### src/rtl/crsfr_pkg.sv
`timescale 1ns / 1ps
// ----------------------------------------------------------------------------
// crsfr_pkg
// Shared types, constants and helper functions of the rc frame receiver.
// ----------------------------------------------------------------------------
package crsfr_pkg;

   localparam int NUM_CHANNELS    = 16;
   localparam int MAX_FRAME_BYTES = 64;
   localparam int PAYLOAD_BYTES   = 22;
   localparam int PAYLOAD_BITS    = PAYLOAD_BYTES * 8;
   localparam int PAYLOAD_IDX_W   = $clog2(PAYLOAD_BYTES);
   localparam int CH_BITS         = 11;
   localparam int JOB_QUEUE_DEPTH = 2;
   localparam int JQ_PTR_W        = (JOB_QUEUE_DEPTH > 1) ? $clog2(JOB_QUEUE_DEPTH) : 1;
   localparam int JQ_CNT_W        = $clog2(JOB_QUEUE_DEPTH + 1);

   localparam logic [7:0]  RC_TYPE       = 8'h16;
   localparam logic [5:0]  RC_LENGTH     = 6'd24;
   localparam logic [7:0]  CRC_POLY      = 8'hD5;
   localparam logic [15:0] TIMEOUT_RESET = 16'd500;
   localparam logic [7:0]  MIN_LENGTH    = 8'd2;
   localparam logic [7:0]  MAX_LENGTH    = 8'(MAX_FRAME_BYTES - 2);

   localparam logic [7:0] ADDR_FC        = 8'hC8;
   localparam logic [7:0] ADDR_RADIO     = 8'hEA;
   localparam logic [7:0] ADDR_RECEIVER  = 8'hEC;
   localparam logic [7:0] ADDR_TX        = 8'hEE;
   localparam logic [7:0] ADDR_BROADCAST = 8'h00;

   typedef enum logic {
      FUNC_BYTE = 1'b0,
      FUNC_TICK = 1'b1
   } func_type;

   typedef enum logic {
      EVENT_CHANNEL   = 1'b0,
      EVENT_LINK_LOST = 1'b1
   } event_type;

   typedef struct packed {
      event_type               kind;
      logic [PAYLOAD_BITS-1:0] payload;
   } job_type;

   typedef enum logic [1:0] {
      BACK_IDLE,
      BACK_CHAN,
      BACK_LOST
   } back_state_type;

   function automatic logic addr_ok(input logic [7:0] b);
      return (b == ADDR_FC) || (b == ADDR_RADIO) || (b == ADDR_RECEIVER) ||
             (b == ADDR_TX) || (b == ADDR_BROADCAST);
   endfunction

   function automatic logic [7:0] crc_byte(input logic [7:0] crc, input logic [7:0] b);
      logic [7:0] c;
      c = crc ^ b;
      for (int i = 0; i < 8; i++) begin
         c = c[7] ? ((c << 1) ^ CRC_POLY) : (c << 1);
      end
      return c;
   endfunction

endpackage

### src/rtl/crsfr_front.sv
`timescale 1ns / 1ps
// ----------------------------------------------------------------------------
// crsfr_front
// Takes bytes and ticks, does framing, crc check and link timing, and
// queues one job per good frame or link loss.
// ----------------------------------------------------------------------------
module crsfr_front (
   input  logic              clock,
   input  logic              reset,
   input  logic              req_push,
   output logic              req_full,
   input  logic              req_func,
   input  logic [7:0]        req_data_byte,
   input  logic              csr_valid,
   output logic              csr_ready,
   input  logic [15:0]       csr_data,
   input  logic              job_full,
   output logic              job_push,
   output crsfr_pkg::job_type job_data
);
   import crsfr_pkg::*;

   logic [6:0]  pos_ff, pos_in;
   logic [5:0]  len_ff, len_in;
   logic [7:0]  type_ff, type_in;
   logic [7:0]  crc_ff, crc_in;
   logic        link_ff, link_in;
   logic [15:0] ms_ff, ms_in;
   logic [15:0] timeout_ff;
   logic [7:0]  payload_ff [PAYLOAD_BYTES];

   logic        accept;
   logic [6:0]  frame_end;
   logic [6:0]  store_idx;
   logic        store_en;
   logic        frame_good;

   assign req_full  = job_full;
   assign csr_ready = 1'b1;
   assign accept    = req_push & ~req_full;
   assign frame_end = {1'b0, len_ff} + 7'd1;
   assign store_idx = pos_ff - 7'd3;
   assign frame_good = (req_data_byte == crc_ff) && (type_ff == RC_TYPE) &&
                       (len_ff == RC_LENGTH);

   always_comb begin
      pos_in   = pos_ff;
      len_in   = len_ff;
      type_in  = type_ff;
      crc_in   = crc_ff;
      link_in  = link_ff;
      ms_in    = ms_ff;
      store_en = 1'b0;
      job_push = 1'b0;
      job_data.kind = EVENT_CHANNEL;
      for (int i = 0; i < PAYLOAD_BYTES; i++) begin
         job_data.payload[i*8 +: 8] = payload_ff[i];
      end
      if (accept) begin
         if (func_type'(req_func) == FUNC_TICK) begin
            if (link_ff) begin
               if (ms_ff >= timeout_ff) begin
                  link_in       = 1'b0;
                  job_push      = 1'b1;
                  job_data.kind = EVENT_LINK_LOST;
               end else begin
                  ms_in = ms_ff + 16'd1;
               end
            end
         end else if (pos_ff == 7'd0) begin
            if (addr_ok(req_data_byte)) begin
               pos_in = 7'd1;
            end
         end else if (pos_ff == 7'd1) begin
            if ((req_data_byte < MIN_LENGTH) || (req_data_byte > MAX_LENGTH)) begin
               pos_in = 7'd0;
               len_in = 6'd0;
            end else begin
               len_in = req_data_byte[5:0];
               crc_in = 8'd0;
               pos_in = 7'd2;
            end
         end else if (pos_ff >= frame_end) begin
            pos_in = 7'd0;
            len_in = 6'd0;
            if (frame_good) begin
               link_in  = 1'b1;
               ms_in    = 16'd0;
               job_push = 1'b1;
            end
         end else begin
            if (pos_ff == 7'd2) begin
               type_in = req_data_byte;
            end else if (store_idx < 7'(PAYLOAD_BYTES)) begin
               store_en = 1'b1;
            end
            crc_in = crc_byte(crc_ff, req_data_byte);
            pos_in = pos_ff + 7'd1;
         end
      end
   end

   always_ff @(posedge clock) begin
      if (reset) begin
         pos_ff     <= '0;
         len_ff     <= '0;
         type_ff    <= '0;
         crc_ff     <= '0;
         link_ff    <= 1'b0;
         ms_ff      <= '0;
         timeout_ff <= TIMEOUT_RESET;
      end else begin
         pos_ff  <= pos_in;
         len_ff  <= len_in;
         type_ff <= type_in;
         crc_ff  <= crc_in;
         link_ff <= link_in;
         ms_ff   <= ms_in;
         if (csr_valid && csr_ready) begin
            timeout_ff <= csr_data;
         end
      end
   end

   always_ff @(posedge clock) begin
      if (store_en) begin
         payload_ff[store_idx[PAYLOAD_IDX_W-1:0]] <= req_data_byte;
      end
   end

   // a job is only raised for an accepted item
   assert property (@(posedge clock) disable iff (reset) job_push |-> accept)
      else $error("job raised without an accepted item");

   // a good frame always leaves the link up with a fresh timer
   assert property (@(posedge clock) disable iff (reset)
      (job_push && job_data.kind == EVENT_CHANNEL) |=> (link_ff && ms_ff == 16'd0 &&
      pos_ff == 7'd0))
      else $error("good frame did not restart link timing");

   // link loss always drops the link
   assert property (@(posedge clock) disable iff (reset)
      (job_push && job_data.kind == EVENT_LINK_LOST) |=> !link_ff)
      else $error("link loss did not drop the link");

endmodule

### src/rtl/crsfr_job_queue.sv
`timescale 1ns / 1ps
// ----------------------------------------------------------------------------
// crsfr_job_queue
// Short fifo of jobs between the framing front and the result back end.
// ----------------------------------------------------------------------------
module crsfr_job_queue (
   input  logic               clock,
   input  logic               reset,
   input  logic               push,
   output logic               full,
   input  crsfr_pkg::job_type push_data,
   input  logic               pop,
   output logic               empty,
   output crsfr_pkg::job_type pop_data
);
   import crsfr_pkg::*;

   job_type             entry_ff [JOB_QUEUE_DEPTH];
   logic [JQ_PTR_W-1:0] wr_ptr_ff, wr_ptr_in;
   logic [JQ_PTR_W-1:0] rd_ptr_ff, rd_ptr_in;
   logic [JQ_CNT_W-1:0] count_ff, count_in;
   logic                do_push, do_pop;

   assign full     = (count_ff == JQ_CNT_W'(JOB_QUEUE_DEPTH));
   assign empty    = (count_ff == '0);
   assign do_push  = push & ~full;
   assign do_pop   = pop & ~empty;
   assign pop_data = entry_ff[rd_ptr_ff];

   always_comb begin
      wr_ptr_in = wr_ptr_ff;
      rd_ptr_in = rd_ptr_ff;
      count_in  = count_ff;
      if (do_push) begin
         wr_ptr_in = (wr_ptr_ff == JQ_PTR_W'(JOB_QUEUE_DEPTH - 1)) ? '0 : wr_ptr_ff + 1'b1;
      end
      if (do_pop) begin
         rd_ptr_in = (rd_ptr_ff == JQ_PTR_W'(JOB_QUEUE_DEPTH - 1)) ? '0 : rd_ptr_ff + 1'b1;
      end
      if (do_push && !do_pop) begin
         count_in = count_ff + 1'b1;
      end else if (do_pop && !do_push) begin
         count_in = count_ff - 1'b1;
      end
   end

   always_ff @(posedge clock) begin
      if (reset) begin
         wr_ptr_ff <= '0;
         rd_ptr_ff <= '0;
         count_ff  <= '0;
      end else begin
         wr_ptr_ff <= wr_ptr_in;
         rd_ptr_ff <= rd_ptr_in;
         count_ff  <= count_in;
      end
   end

   always_ff @(posedge clock) begin
      if (do_push) begin
         entry_ff[wr_ptr_ff] <= push_data;
      end
   end

endmodule

### src/rtl/crsfr_back.sv
`timescale 1ns / 1ps
// ----------------------------------------------------------------------------
// crsfr_back
// Turns queued jobs into result items: sixteen unpacked channels per good
// frame, or one link lost item.
// ----------------------------------------------------------------------------
module crsfr_back (
   input  logic               clock,
   input  logic               reset,
   input  logic               job_empty,
   output logic               job_pop,
   input  crsfr_pkg::job_type job_data,
   output logic               rsp_empty,
   input  logic               rsp_pop,
   output logic               rsp_event_kind,
   output logic [3:0]         rsp_channel_index,
   output logic [10:0]        rsp_channel_value,
   output logic               rsp_last_of_run
);
   import crsfr_pkg::*;

   back_state_type          state_ff, state_in;
   logic [3:0]              idx_ff, idx_in;
   logic [PAYLOAD_BITS-1:0] shreg_ff, shreg_in;
   logic                    last_chan;
   logic                    taken;

   assign last_chan = (idx_ff == 4'(NUM_CHANNELS - 1));
   assign taken     = rsp_pop & ~rsp_empty;

   // next state
   always_comb begin
      state_in = state_ff;
      unique case (state_ff)
         BACK_IDLE: begin
            if (!job_empty) begin
               state_in = (job_data.kind == EVENT_LINK_LOST) ? BACK_LOST : BACK_CHAN;
            end
         end
         BACK_CHAN: begin
            if (taken && last_chan) begin
               state_in = BACK_IDLE;
            end
         end
         BACK_LOST: begin
            if (taken) begin
               state_in = BACK_IDLE;
            end
         end
         default: state_in = BACK_IDLE;
      endcase
   end

   // outputs and datapath
   always_comb begin
      job_pop           = 1'b0;
      idx_in            = idx_ff;
      shreg_in          = shreg_ff;
      rsp_empty         = 1'b1;
      rsp_event_kind    = EVENT_CHANNEL;
      rsp_channel_index = 4'd0;
      rsp_channel_value = 11'd0;
      rsp_last_of_run   = 1'b0;
      unique case (state_ff)
         BACK_IDLE: begin
            job_pop  = ~job_empty;
            idx_in   = 4'd0;
            shreg_in = job_data.payload;
         end
         BACK_CHAN: begin
            rsp_empty         = 1'b0;
            rsp_channel_index = idx_ff;
            rsp_channel_value = shreg_ff[CH_BITS-1:0];
            rsp_last_of_run   = last_chan;
            if (taken) begin
               idx_in   = idx_ff + 4'd1;
               shreg_in = shreg_ff >> CH_BITS;
            end
         end
         BACK_LOST: begin
            rsp_empty       = 1'b0;
            rsp_event_kind  = EVENT_LINK_LOST;
            rsp_last_of_run = 1'b1;
         end
         default: begin
            rsp_empty = 1'b1;
         end
      endcase
   end

   always_ff @(posedge clock) begin
      if (reset) begin
         state_ff <= BACK_IDLE;
         idx_ff   <= '0;
      end else begin
         state_ff <= state_in;
         idx_ff   <= idx_in;
      end
   end

   always_ff @(posedge clock) begin
      shreg_ff <= shreg_in;
   end

   // a stalled channel item holds
   assert property (@(posedge clock) disable iff (reset)
      (state_ff == BACK_CHAN && !rsp_pop) |=> (state_ff == BACK_CHAN && $stable(idx_ff)))
      else $error("stalled channel item changed");

   // run ends after the last channel is taken
   assert property (@(posedge clock) disable iff (reset)
      (state_ff == BACK_CHAN && rsp_pop && last_chan) |=> state_ff == BACK_IDLE)
      else $error("channel run did not end");

   // a loaded run always starts at channel zero
   assert property (@(posedge clock) disable iff (reset)
      (state_ff == BACK_IDLE && !job_empty) |=> idx_ff == 4'd0)
      else $error("run did not start at channel zero");

endmodule

### src/rtl/crsf_rc_frame_receiver_unit.sv
`timescale 1ns / 1ps
// ----------------------------------------------------------------------------
// crsf_rc_frame_receiver_unit
// Rc channels frame receiver: framing and crc front, job queue, and a back
// end that unpacks eleven-bit channels or reports link loss.
// ----------------------------------------------------------------------------
// a frame's first result is on the ports once its job, pushed when the crc byte
// is taken, has passed the job queue register and the back end state register
// throughput: one input item per cycle while the two-entry job queue has room
// a good frame gives sixteen results at one per cycle while they are popped, set by the channel shifter
// the back end passes through its idle state between jobs while it loads the next one
// reset clears all control state, timeout returns to 500, no sweep
// ----------------------------------------------------------------------------
module crsf_rc_frame_receiver_unit (
   input  logic        clock,
   input  logic        reset,
   input  logic        req_push,
   output logic        req_full,
   input  logic        req_func,
   input  logic [7:0]  req_data_byte,
   output logic        rsp_empty,
   input  logic        rsp_pop,
   output logic        rsp_event_kind,
   output logic [3:0]  rsp_channel_index,
   output logic [10:0] rsp_channel_value,
   output logic        rsp_last_of_run,
   input  logic        csr_valid,
   output logic        csr_ready,
   input  logic [15:0] csr_data
);
   import crsfr_pkg::*;

   logic    fq_push, fq_full, fq_pop, fq_empty;
   job_type fq_push_data, fq_pop_data;

   crsfr_front u_front (
      .clock         (clock),
      .reset         (reset),
      .req_push      (req_push),
      .req_full      (req_full),
      .req_func      (req_func),
      .req_data_byte (req_data_byte),
      .csr_valid     (csr_valid),
      .csr_ready     (csr_ready),
      .csr_data      (csr_data),
      .job_full      (fq_full),
      .job_push      (fq_push),
      .job_data      (fq_push_data)
   );

   crsfr_job_queue u_queue (
      .clock     (clock),
      .reset     (reset),
      .push      (fq_push),
      .full      (fq_full),
      .push_data (fq_push_data),
      .pop       (fq_pop),
      .empty     (fq_empty),
      .pop_data  (fq_pop_data)
   );

   crsfr_back u_back (
      .clock             (clock),
      .reset             (reset),
      .job_empty         (fq_empty),
      .job_pop           (fq_pop),
      .job_data          (fq_pop_data),
      .rsp_empty         (rsp_empty),
      .rsp_pop           (rsp_pop),
      .rsp_event_kind    (rsp_event_kind),
      .rsp_channel_index (rsp_channel_index),
      .rsp_channel_value (rsp_channel_value),
      .rsp_last_of_run   (rsp_last_of_run)
   );

endmodule
### config.mk
export PLATFORM = sky130hd
export DESIGN_NAME = crsf_rc_frame_receiver_unit
export DESIGN_NICKNAME = d
export VERILOG_FILES = /design/src/rtl/crsfr_pkg.sv /design/src/rtl/crsfr_front.sv /design/src/rtl/crsfr_job_queue.sv /design/src/rtl/crsfr_back.sv /design/src/rtl/crsf_rc_frame_receiver_unit.sv
export SDC_FILE = /design/constraint.sdc
export NUM_CORES = 1
export LEC_CHECK = 0
export BUFFER_PORTS_ARGS = -buffer_cell sky130_fd_sc_hd__buf_2
export CAP_MARGIN = 20
export CORE_MARGIN = 5
export CORE_UTILIZATION = 50
export DETAILED_ROUTE_END_ITERATION = 12
export PLACE_DENSITY = 0.66
export SKIP_CTS_REPAIR_TIMING = 1
export SLEW_MARGIN = 5
export SYNTH_ARGS = -nofsm -noshare
export SYNTH_HDL_FRONTEND = slang
export SYNTH_SLANG_ARGS = --single-unit
### constraint.sdc
create_clock -name clock -period 18.7 [get_ports clock]
set_input_delay 5.61 -clock clock [delete_from_list [all_inputs] [get_ports clock]]
set_output_delay 5.61 -clock clock [all_outputs]
set_load 0.05 [all_outputs]
### Word-level counts from Yosys, hierarchy flattened

Memory sizes are Yosys's and may differ from the RTL's. A register that Yosys moved wholly into a read port is not among the register bits.
Cells that the tools add are included.

* $add $sub $neg: 9
* $lt $le $gt $ge: 5
* eq/ne operators: 24
* multiplexer cells: 75
* bitwise gates (word level): 19
* reductions and logical operators: 30

Operators with widths (number)
* $pmux W176 S2: 1
* $mux W176: 1
* $mux W16: 7
* $mux W8: 11
* $not A5 Y5: 8
* $mux W1: 35
* $eq A8 B8 Y1 const B: 4
* $mux W7: 4
* $mux W6: 3
* $add A16 B1 Y16 const B: 1
* $ge A16 B16 Y1: 1
* $mux W2: 7
* $ne A2 B2 Y1 const B: 6
* $mux W11: 1
* $ne A2 B1 Y1 const B: 5
* $reduce_and A5 Y1: 2
* $reduce_bool A2 Y1: 5
* $eq A8 B5 Y1 const B: 1
* $eq A8 B8 Y1: 1
* $gt A8 B6 Y1 const B: 1
* $logic_not A8 Y1: 1
* $lt A8 B2 Y1 const B: 1
* $mux W4: 2
* $pmux W4 S2: 1
* 31 further kinds: 52

* register bits: 248
* bits in writable memories: 530
* bits of input ports: 30
* word-level logic and storage cells: 177
* memories: 2

Memory list
* u_queue.entry_ff: depth 2, width 177, rd ports 1, clocked after Yosys merged registers in 1, write ports 1, RTL line crsfr_job_queue.sv:18 `job_type entry_ff [JOB_QUEUE_DEPTH];`
* u_front.payload_ff: depth 22, width 8, rd ports 22, clocked after Yosys merged registers in 0, write ports 1, RTL line crsfr_front.sv:30 `logic [7:0] payload_ff [PAYLOAD_BYTES];`

### Depth between registers and ports, before layout

* word-level depth: 19
* depth in mapped cells: 13
* mapped depth without buffers: 13

### Cells and area by module

Synthesis repeated with hierarchy kept, for this count alone.

* cells, all modules: 1667
* area total of the unflattened synthesis: 30644.4 µm²

By module, submodules not included
* crsfr_job_queue: times used 1, cells each 576, area each 13529.2 µm²
* crsfr_front: times used 1, cells each 657, area each 9327.7 µm²
* crsfr_back: times used 1, cells each 434, area each 7787.5 µm²

### Worst setup path before layout

No wires, ideal clock.

* kind: in2reg
* from: input port req_data_byte[7]
* to: memory u_queue.entry_ff[0][0] in the netlist's numbering, enable pin
* arrival time: 15.161 ns
* required time: 17.961 ns
* setup slack: 2.800 ns
* stages: 8
* path buffers: 0
* path through: xnor2_1 -> ha_1 -> or4bb_1 -> nor4_1 -> nand4_1 -> nor4_1 -> or2_2 -> nor2b_1

* cells in the longest elaborated chain, start to end: 12

Ends and longest elaborated chain
* start: declaration: RTL line crsf_rc_frame_receiver_unit.sv:20 `input logic [7:0] req_data_byte,`
* $eq A8 B8 Y1: RTL line crsfr_front.sv:43 `assign frame_good = (req_data_byte == crc_ff) && (type_ff == RC_TYPE) &&`
* $logic_and A1 B1 Y1 (2 in series): RTL line crsfr_front.sv:43
* $mux W1: RTL line crsfr_front.sv:86 `if (frame_good) begin`
* $mux W1: RTL line crsfr_front.sv:83 `end else if (pos_ff >= frame_end) begin`
* $mux W1: RTL line crsfr_front.sv:74 `end else if (pos_ff == 7'd1) begin`
* $mux W1: RTL line crsfr_front.sv:70 `end else if (pos_ff == 7'd0) begin`
* $mux W1: RTL line crsfr_front.sv:60 `if (func_type'(req_func) == FUNC_TICK) begin`
* $mux W1: RTL line crsfr_front.sv:59 `if (accept) begin`
* $and A1 B1 Y1: RTL line crsfr_job_queue.sv:26 `assign do_push = push & ~full;`
* named net u_queue.do_push: RTL line crsfr_job_queue.sv:22 `logic do_push, do_pop;`
* $mux W1: RTL line crsfr_job_queue.sv:60 `if (do_push) begin`
* $mux W1 (implied by the code): RTL line crsfr_job_queue.sv:61 `entry_ff[wr_ptr_ff] <= push_data;`
* end: declaration: RTL line crsfr_job_queue.sv:18

The timed path passes the listed nets, and every way through them passes these cells.

### Final worst setup path

* from: input port req_data_byte[7]
* to: memory u_queue.entry_ff[0][104] in the netlist's numbering, enable pin

Same word-level chain as after synthesis.

==> results.py <==
metrics = {
    "timing": {
        "drv_slew": 0,
        "relSlewSlack_pct": 29.1,
        "worst_slew_pin_slew_ps": 1060,
        "finalSetupTns_ps": 0,
        "setup_viol_count_final": 0,
        "hold_viol": 0,
        "rsz0062_at_grt": "no",
        "fin_skew_ps": 24.4,
        "fmax_mhz": 94.7,
        "fin_crit_sh_pct": 56.5,
        "fin_crit_ps": 10560,
    },
    "worst_setup_path": {
        "setup.worst_path.end": "u_queue.entry_ff[0][104]",
        "required_ps": 18960,
        "rr_startpoint": "u_front.crc_ff[7]",
        "arrival_ps": 10820,
        "cp_max_fo": 64,
        "r2r-end": "u_queue.entry_ff[0][104]",
        "crit_slowest_cell": "nor4_1",
        "critical_path.top_delay_family": "simple AND/OR/NAND/NOR gates",
        "crit_buf_inv": 5,
        "r2r_cells": 12,
        "start_kind": "input pin",
        "max_stage_delay_ps": 700,
        "critical_path.cell_chain": "buf_2, xnor2_1, ha_1, or4bb_1, nor4_1, nand4_1, nor4_1, or2_2, nor2b_4, buf_4, buf_16, buf_4, buf_16",
        "startpoint": "req_data_byte[7]",
        "cp-end-kind": "flip-flop",
        "crit_type": "input pin to flip-flop",
        "cp_num_cells": 13,
        "reg2reg_slack_ps": 13430,
    },
    "drt": {
        "drt_iter0_drc": 1125,
        "via_per_inst": 5.45,
        "routed_wl_mm": 56.6,
        "wl_per_cell_um": 20.3,
        "dr.pass1.iters": 6,
        "vias": 15198,
        "antenna_left": 0,
        "drc": 0,
    },
    "hold_path": {
        "hp-class": "flip-flop to flip-flop",
    },
    "finish": {
        "layout_commonest_cell": "edfxtp_1",
        "syn_to_final_growth_pct": 12.9,
        "final_cell_mix": "edfxtp_1 (706), nand2_1 (208), mux2i_1 (196)",
        "drive_above_1_share_pct": 10.4,
        "post-route-util_pct": 56.6,
        "final_nets": 2019,
        "stdcell_area_um2": 33200,
    },
    "grt": {
        "antenna_found_initial": 1,
        "grt-ovfl-total": 0,
        "met1_usage_pct": 24.7,
        "use_met3_pct": 3.14,
        "grt_pass1_wl_mm": 87.4,
        "grt_max_degree": 124,
        "grtUsageMet2_pct": 28.6,
        "first_global_vias": 15155,
        "grt-busiest-layer": "met2",
        "grt.total_usage_pct": 17.7,
    },
    "clocking": {
        "cts_buffers": 78,
        "cts_sinks": 779,
        "cts_tree": "yes",
        "cts_root_buf": "clkbuf_16",
        "clockBufferDepth": 3,
        "htree_levels": 3,
        "path_clk_slew_ps": 60,
        "clk_latency_ps": 620,
    },
    "yosys": {
        "yosysSeqAreaShare_pct": 77.0,
        "yosysTopAreaCellShare_pct": 72.0,
        "syn_area_um2": 29400,
        "synthTopCellsByArea": "edfxtp_1 (72%), mux2i_1 (6.7%), dfxtp_1 (5.0%)",
        "synth_edf_count": 706,
        "postSynthCellCount": 1882,
        "synth-seq-cells": 779,
        "synth.net_count": 1951,
        "synthArstFlopShare_pct": 0,
        "avgSynthCellArea_um2": 15.6,
        "yosysTopAreaCell": "edfxtp_1",
        "yosysUniqueCellTypes": 66,
        "synthFlopType": "edfxtp_1",
        "yosys_warnings": 0,
    },
    "place": {
        "dp_hpwl_mm": 31.4,
        "gp_congestion": 0.785,
        "placed_area_um2": 30500,
        "portBuffers": 48,
    },
    "floorplan": {
        "core_area_um2": 58700,
        "die_h_um": 253,
        "fp-row-count": 89,
        "die_area_um2": 63800,
        "initial_core_util_pct": 50.2,
        "ios": 50,
        "die_w_um": 253,
    },
    "power": {
        "peakVddDrop_uv": 115,
        "p_per_area_nw_per_um2": 130,
        "power_leakage_nw": 11.0,
    },
    "job": {
        "drv_cap": 0,
    },
    "run_status": {
        "status": "finished clean",
    },
}
-- layer usage --
layer	up-vias	wire, µm
met4	2	1490
met3	99	2780
li1	7153	-
met1	7581	24900
met5	-	13
met2	363	27400
-- cell families after synthesis --
| kind of cell | synth area share, % |
|---|---|
| and+or+nand+nor | 6.40 |
| xor gates and xnor gates | 1.12 |
| AOI/OAI and AO/OA | 5.42 |
| muxes | 6.70 |
| adders and majority gates | 1.66 |
| other | 0.0127 |
| DFF | 77.0 |
| buffers and inverters | 1.72 |
-- area by class of cell --
type                    instances  area [µm²]
fillers                      4444       25500
well taps                     773         967
repair buffers                 71         538
clock inverters                47         482
inverters                      47         176
clock buffers                  96        2080
multi-input cells             973        6310
flip-flops and latches        779       22700
diodes                          1        2.50
-- where the power goes --
group	switching (mW)	internal (mW)
clock	0.643	0.897
combinational	0.354	0.141
sequential	0.0793	2.20
-- Yosys cell counts (4+ instances only) --
library cell	n
or3_1	4
ha_1	39
nor3_1	9
nand2b_1	9
nor4_1	5
and2_1	16
a31oi_1	4
nor2_1	101
a21o_1	9
o21ai_0	181
mux2i_1	196
a31o_2	7
inv_1	47
a21oi_1	36
edfxtp_1	706
nand2_1	208
dfxtp_1	73
nand3_1	29
xnor2_1	20
clkbuf_1	66
buf_1	11
nand4_1	11
xor2_1	15
o211ai_1	7
and3_1	6
a22oi_1	7
-- state kept, by name (all words and copies together) (netlist names), 4 cells and up, named ones only --
signal / cells
u_front.type_ff: 8
u_front.crc_ff: 8
u_front.pos_ff: 7
u_front.payload_ff: 176
u_front.ms_ff: 16
u_front.len_ff: 6
u_front.timeout_ff: 16
u_back.shreg_ff: 176
u_queue.entry_ff: 354
u_back.idx_ff: 4
-- worst min-delay path by stage --
stage	from	endpoint	slack (ps)	cells past startpoint
finish	u_front.payload_ff[14][4]	u_queue.entry_ff[0][116]	430	0
global route	u_front.payload_ff[14][4]	u_queue.entry_ff[0][116]	440	0
CTS	u_front.payload_ff[17][4]	u_queue.entry_ff[1][140]	430	0
detailed placement	u_front.payload_ff[20][2]	u_queue.entry_ff[1][162]	430	0
global placement	u_front.payload_ff[16][3]	u_queue.entry_ff[0][131]	420	0
floorplan	u_front.payload_ff[0][0]	u_queue.entry_ff[0][0]	420	0
-- per-stage QoR --
step                total power [mW]  setup WS (ps)  hold slack (ps)  cells
floorplan                       2.70           2800              421   1882
global placement                2.80           7040              422   2637
detailed placement              2.81           6930              429   2637
CTS                             4.36           7560              429   2780
global route                    4.49           7870              441   2786
finish                          4.31           8140              431   2787
No activity file was read; power rests on OpenSTA's default activity.
